### src/hw/rtl/csp_pkg.sv
// shared types and constants for center_and_scale_point_set
// no dependencies
package csp_pkg;

    localparam int COORD_BITS  = 24;
    localparam int POINT_DEPTH = 64;
    localparam int ADDR_BITS   = 6;
    localparam int CNT_BITS    = 7;
    localparam int TGT_BITS    = 23;
    localparam int RAD_BITS    = 50;
    localparam int REM_BITS    = 28;
    localparam int DIVR_BITS   = 27;
    localparam int DIAG_BITS   = 26;
    localparam int MAG_BITS    = 26;
    localparam int STEP_BITS   = 6;
    localparam int ROOT_STEPS  = 25;
    localparam int DIV_STEPS   = 50;
    localparam logic [TGT_BITS-1:0] TARGET_RESET = 23'd25600;

    localparam logic [1:0] ST_OK       = 2'd0;
    localparam logic [1:0] ST_FEW      = 2'd1;
    localparam logic [1:0] ST_ZERO     = 2'd2;
    localparam logic [1:0] ST_OVERFLOW = 2'd3;

    typedef enum logic [3:0] {
        S_LOAD,
        S_CHECK,
        S_SQUARE,
        S_ROOT_GO,
        S_ROOT,
        S_READ,
        S_MUL,
        S_DIV_GO,
        S_DIV,
        S_OUT
    } t_state;

    typedef struct packed {
        logic                 start;
        logic                 root;
        logic [RAD_BITS-1:0]  rad;
        logic [DIVR_BITS-1:0] divisor;
    } t_unit_req;

    typedef struct packed {
        logic                done;
        logic [RAD_BITS-1:0] quo;
        logic [REM_BITS-1:0] rem;
    } t_unit_rsp;

endpackage

### src/hw/rtl/csp_root_div.sv
// shared bit-serial unit: integer square root (2 bits a step) or division (1 bit a step)
// depends on csp_pkg
module csp_root_div (
    input  logic               i_clk,
    input  logic               i_rst_n,
    input  csp_pkg::t_unit_req i_req,
    output csp_pkg::t_unit_rsp o_rsp
);

    logic                                r_busy;
    logic                                r_root;
    logic                                r_done;
    logic [csp_pkg::STEP_BITS-1:0]       r_cnt;
    logic [csp_pkg::RAD_BITS-1:0]        r_rad;
    logic [csp_pkg::RAD_BITS-1:0]        r_quo;
    logic [csp_pkg::REM_BITS-1:0]        r_rem;
    logic [csp_pkg::DIVR_BITS-1:0]       r_divisor;
    logic [csp_pkg::REM_BITS-1:0]        rem_sh;
    logic [csp_pkg::REM_BITS-1:0]        trial;
    logic                                ge;

    always_comb begin
        if (r_root) begin
            rem_sh = {r_rem[csp_pkg::REM_BITS-3:0], r_rad[csp_pkg::RAD_BITS-1 -: 2]};
            trial  = {1'b0, r_quo[24:0], 2'b01};
        end else begin
            rem_sh = {r_rem[csp_pkg::REM_BITS-2:0], r_rad[csp_pkg::RAD_BITS-1]};
            trial  = {1'b0, r_divisor};
        end
        ge = rem_sh >= trial;
    end

    always_ff @(posedge i_clk) begin
        if (!i_rst_n) begin
            r_busy <= 1'b0;
            r_done <= 1'b0;
            r_cnt  <= '0;
        end else begin
            r_done <= 1'b0;
            if (i_req.start) begin
                r_busy <= 1'b1;
                r_cnt  <= i_req.root ? csp_pkg::STEP_BITS'(csp_pkg::ROOT_STEPS)
                                     : csp_pkg::STEP_BITS'(csp_pkg::DIV_STEPS);
            end else if (r_busy) begin
                r_cnt <= r_cnt - 1'b1;
                if (r_cnt == csp_pkg::STEP_BITS'(1)) begin
                    r_busy <= 1'b0;
                    r_done <= 1'b1;
                end
            end
        end
    end

    always_ff @(posedge i_clk) begin
        if (i_req.start) begin
            r_root    <= i_req.root;
            r_rad     <= i_req.rad;
            r_divisor <= i_req.divisor;
            r_quo     <= '0;
            r_rem     <= '0;
        end else if (r_busy) begin
            r_rem <= ge ? rem_sh - trial : rem_sh;
            r_quo <= {r_quo[csp_pkg::RAD_BITS-2:0], ge};
            r_rad <= r_root ? {r_rad[csp_pkg::RAD_BITS-3:0], 2'b00}
                            : {r_rad[csp_pkg::RAD_BITS-2:0], 1'b0};
        end
    end

    assign o_rsp.done = r_done;
    assign o_rsp.quo  = r_quo;
    assign o_rsp.rem  = r_rem;

endmodule

### config.mk
export PLATFORM = sky130hd
export DESIGN_NAME = csp_root_div
export DESIGN_NICKNAME = d
export VERILOG_FILES = /design/src/hw/rtl/csp_pkg.sv /design/src/hw/rtl/csp_root_div.sv
export SDC_FILE = /design/constraint.sdc
export NUM_CORES = 1
export LEC_CHECK = 0
export BUFFER_PORTS_ARGS = -buffer_cell sky130_fd_sc_hd__buf_4
export CAP_MARGIN = 10
export CELL_PAD_IN_SITES_DETAIL_PLACEMENT = 0
export CELL_PAD_IN_SITES_GLOBAL_PLACEMENT = 1
export CORE_MARGIN = 4
export CORE_UTILIZATION = 40
export CTS_CLUSTER_SIZE = 12
export DETAILED_ROUTE_END_ITERATION = 6
export GPL_ROUTABILITY_DRIVEN = 0
export PLACE_DENSITY_LB_ADDON = 0.1
export RECOVER_POWER = 50
export SETUP_SLACK_MARGIN = 0.5
export SLEW_MARGIN = 5
export SYNTH_ARGS = -nofsm -noshare
export SYNTH_HDL_FRONTEND = slang
export SYNTH_SLANG_ARGS = --single-unit
### constraint.sdc
create_clock -name i_clk -period 5.9 [get_ports i_clk]
set_input_delay 0 -clock i_clk [delete_from_list [all_inputs] [get_ports i_clk]]
set_output_delay 0 -clock i_clk [all_outputs]
set_load 0.03 [all_outputs]
Yosys cells after proc, flatten, opt, wreduce, memory -nomap -nowiden
Cells that the tools add are included.

Latch bits: 0. Bits of input ports: 81. Memories kept: 0. Bits in registers: 164. ROM bits: 0. Output and inout port bits: 79. Bits in writable memories: 0. Logic and storage cells: 29.

Multipliers: 0. Divide/modulo/power cells: 0. Shifts and indexed selects: 0. Equal/unequal tests: 1. Magnitude comparators: 1. Add/subtract/negate cells: 2. Bitwise operators: 2. Multiplexer cells: 13. Reduce and logical (&&, ||, !) cells: 2.

Operators by type and width (number): $mux W50 (3); $mux W28 (2); $ge A28 B28 Y1 (1); $sub A28 B28 Y28 (1); $mux W27 (1); $mux W6 (3); $eq A6 B1 Y1 const B (1); $sub A6 B1 Y6 const B (1); $mux W1 (4); $reduce_or A3 Y1 (1); $not A1 Y1 (2); $reduce_bool A2 Y1 (1).

Longest topological paths before layout
Word-level depth: 4. Depth in mapped cells: 18. Depth with buffers taken out: 12.

Worst setup path before layout
No wires, ideal clock.

Path kind: flip-flop to flip-flop. Start: reg r_root. End: reg r_rem[2] (netlist name). Path buffers: 6. Cell stages (with the launch flop): 19. Setup time: 0.132 ns. Arrival: 4.280 ns. Required time: 5.768 ns. Path slack: 1.488 ns. Period minus slack after synthesis: 4.412 ns. Path through: edfxtp_1 -> clkbuf_1 -> clkbuf_1 -> clkbuf_1 -> buf_1 -> or2_2 -> ha_1 -> inv_1 -> fa_1 -> a211oi_2 -> o21ai_2 -> o2111a_2 -> nor3_4 -> a211oi_4 -> or3_1 -> buf_6 -> buf_6 -> o211ai_1 -> a21oi_1.

Cells in the longest elaborated chain, start to end: 3. Elaborated cells on any way between the ends: 5. Classes of those cells: 1 x add/sub; 1 x order compare; 3 x mux.

RTL lines: from (decl) (line csp_root_div.sv:11) `logic r_root;`; from (signal assigned) (line csp_root_div.sv:56) `r_root <= i_req.root;`; $mux W28 / $mux W27 (equally long branches) (line csp_root_div.sv:23) `if (r_root) begin`; $sub A28 B28 Y28 / $ge A28 B28 Y1 (equally long branches) (line csp_root_div.sv:62, csp_root_div.sv:30); $mux W28 * (line csp_root_div.sv:62) `r_rem <= ge ? rem_sh - trial : rem_sh;`; to (signal assigned) (line csp_root_div.sv:62); to (decl) (line csp_root_div.sv:16) `logic [csp_pkg::REM_BITS-1:0] r_rem;`.

Mark *: on every way between the ends. The rest lies on a longest branch, timed or not. A chain may end at the register's enable or synchronous reset.

Worst setup path after layout
Start: reg r_root. End: reg r_rem[26] (netlist name).

Same word-level chain as after synthesis.

==> results.cfg <==
[run_status]
violations = max-capacitance violations, max-slew violations
status = finished, violations left

[layout]
final_common_cell = mux2i_1
syn2layout_area_growth_pct = 28.08
nets = 1181
stdcell_count = 1360
multi_input_area_sq_mm = 0.004342
nFillCells = 1984
drive_above_1_share_pct = 13.76
finish.utilization_pct = 52.52
regArea_sq_mm = 0.004064
layout_common_cells = mux2i_1 (126), nand2_1 (110), nor2_1 (87)

[synth]
synth_nets = 967
synth.top_cell.area_share_pct = 27.00
synth-edff-count = 78
async_reset_ff_share_pct = 0
ys_top_cells_by_area = edfxtp_1 (27%), dfxtp_1 (20%), mux2i_1 (15%), nand2_1 (4.8%), ha_1 (4.2%)
yosysSeqAreaShare_pct = 46.85
yosysWarnings = 0
netlist_area_sq_mm = 0.008675
synth_cells = 856
syn_avg_cell_area_sq_um = 10.13
ys.flop_type = dfxtp_1
synth.distinct_cells = 60
ys_seq_elements = 164
yosysTopAreaCell = edfxtp_1

[routing]
wirelength_mm = 22.62
initialDrtViolationCount = 363
drtPass1Iterations = 4
routed_via_density = 5.162
wl_per_cell_microns = 16.63
drcViolationCount = 0
ant_nets = 0
vias = 7020

[min_path]
hold_end = r_quo[16]
whs_path_depth = 2
hp-start = i_req[78]
hold_path_class = in2reg

[setup_path]
end_kind = flop
reg2reg_depth = 9
critPathBufInv = 1
timing.rr.start = r_root
r2r_slack_ns = 1.23
critical_path_peak_fanout = 26
crit_chain = buf_4, mux2_2, ha_1, nand2_1, or4_4, nor2_1, or3_1, mux2i_1, a41oi_1
slowest_delay_ns = 0.91
worstSetupPathType = reg2reg
crit_path_start_kind = flop
timing.rr.end = r_rem[26]
required_ns = 6.11
slowest_stage = or3_1
cpLargestDelayFamily = simple AND/OR/NAND/NOR gates
cp.arrival_ns = 4.88

[die]
chipHeight_microns = 155.3
rows = 53
die_w_microns = 155.3
initial_utilization_pct = 41.01
core_area_sq_mm = 0.02115
pin_count = 160
dieArea_sq_mm = 0.02411

[place]
place_ws_ns = 1.283
dp_hpwl_mm = 15.67
numPortBuffers = 159
dp_cells = 1247

[timing]
max_freq_mhz = 213.9
rsz0062_at_grt = false
finalCritPeriodShare_pct = 79.23
finalCriticalPeriod_ns = 4.675
finalSetupTns_ns = 0
setup_viol = 0
final_hold_viol_count = 0
max_slew_margin_pct = -146.5
setup_ws_ns = 1.225
worst_pin_slew_ns = 3.698
final_max_slew_viol_count = 206
hold_ws_ns = 0.05493
skew_ns = 0.01583

[pwr]
seqPwrFrac_pct = 37.9
power_density_mw_per_mm2 = 326.6
pwr-share-clk_pct = 30.9
p_comb_share_pct = 31.2
cellLeakagePower_uw = 0.004496
ir_worst_vdd_v = 0.0001916
p_sw_uw = 1274
p_int_uw = 2354
p_sw_share_pct = 35.12

[clock_network]
clk_latency_ns = 0.43
root_buffer = clkbuf_16
cts_made_buffers = 17
clk_pin_slew_worst_paths_ns = 0.07
cts_tree = built
post-cts-setup-buffers = 0
cts.sinks = 164
clock_path_buffers = 2
htreeDepth = 4

[grt]
grt_max_degree = 104
antenna_found_initial = 2
grt.total_usage_pct = 19.09
grt_overflow_total = 0
first_global_vias = 7028
grt_pass1_wl_mm = 37.27

[run]
cap_violations = 3
## area by class of cell
| cell class | instances | area share [%] |
|---|---|---|
| Multi-Input combinational cell | 629 | 39.08 |
| Tap cell | 275 | 3.097 |
| Antenna cell | 2 | 0.04504 |
| Clock buffer | 18 | 4.054 |
| Clock inverter | 14 | 1.306 |
| Inverter | 14 | 0.4730 |
| Sequential cell | 164 | 36.58 |
| Timing Repair Buffer | 244 | 15.37 |
## Yosys cell counts (10+ instances only)
cell / n
mux2i_1: 126
nand2_1: 110
nor2_1: 87
dfxtp_1: 86
edfxtp_1: 78
o21ai_0: 65
a21oi_1: 35
ha_1: 29
clkbuf_1: 27
mux2_2: 26
a311oi_1: 17
xnor2_1: 17
buf_1: 14
inv_1: 13
o211ai_1: 10
## stage by stage
step / total power [uW] / area (sq um)
2_1_floorplan: 2224 / 8675
4_1_cts: 3688 / 11430
5_1_grt: 3843 / 11110
3_5_place_dp: 2518 / 10050
6_report: 3629 / 11110
3_3_place_gp: 2526 / 10050
## timing repair
action | CTS | global route
endpoints found under the hold margin | 86 | 0
hold buffers | 79 | 0
resized for setup | 0 | 0
## power by group through the flow
stage / Clock [uW] / Combinational (uW) / Sequential (uW)
floorplan: 0 / 791 / 1430
global placement: 0 / 1130 / 1400
detailed placement: 0 / 1120 / 1400
CTS: 1150 / 1160 / 1380
global route: 1190 / 1260 / 1390
finish: 1120 / 1130 / 1380
## kinds of logic (layout without fill, tap and decap cells)
kind of cell	count (synthesis)	after routing	synth area share, %
AO/OA/AOI/OAI	179	179	13.20
flip-flops	164	164	46.85
XOR/XNOR	23	23	2.322
multiplexers	152	152	17.91
AND/OR/NAND/NOR	245	245	12.20
buffers and inverters	63	290	3.101
adder cells (fa/ha/maj)	30	30	4.414
other	0	2	0
## metal layers
metal  vias to the layer above  GRT usage [%]  routed length (microns)
met4                         0          3.752                      119
met2                       130          31.56                    10860
met5                         -              0                        0
li1                       3567              -                        -
met3                        11          3.727                      998
met1                      3312          26.31                    10650
## flip-flops by register name, summed over array words and instances, names as in the netlist
| name | cells |
|---|---|
| r_root | 1 |
| r_done | 1 |
| r_rad | 50 |
| r_divisor | 27 |
| r_quo | 50 |
| r_cnt | 6 |
| r_rem | 28 |
| r_busy | 1 |
## worst register-to-register path: stages, from the launching register on
cell and delay [ns]:
edfxtp_1 0.74, buf_4 0.47, mux2_2 0.42, ha_1 0.42
nand2_1 0.15, or4_4 0.54, nor2_1 0.40, or3_1 0.91
mux2i_1 0.29, a41oi_1 0.13
## how the worst max path moves through the flow
stage	startpoint	to	slack, ns	depth (start not counted)
3_5_place_dp	r_root	r_rem[26]	1.28	9
5_1_grt	r_root	r_rem[13]	0.94	9
6_report	r_root	r_rem[26]	1.23	9
4_1_cts	r_root	r_rem[13]	1.28	9
3_3_place_gp	r_root	r_rem[26]	1.38	9
2_1_floorplan	r_root	r_rem[2]	1.49	18
No activity file was read; power rests on OpenSTA's default activity.
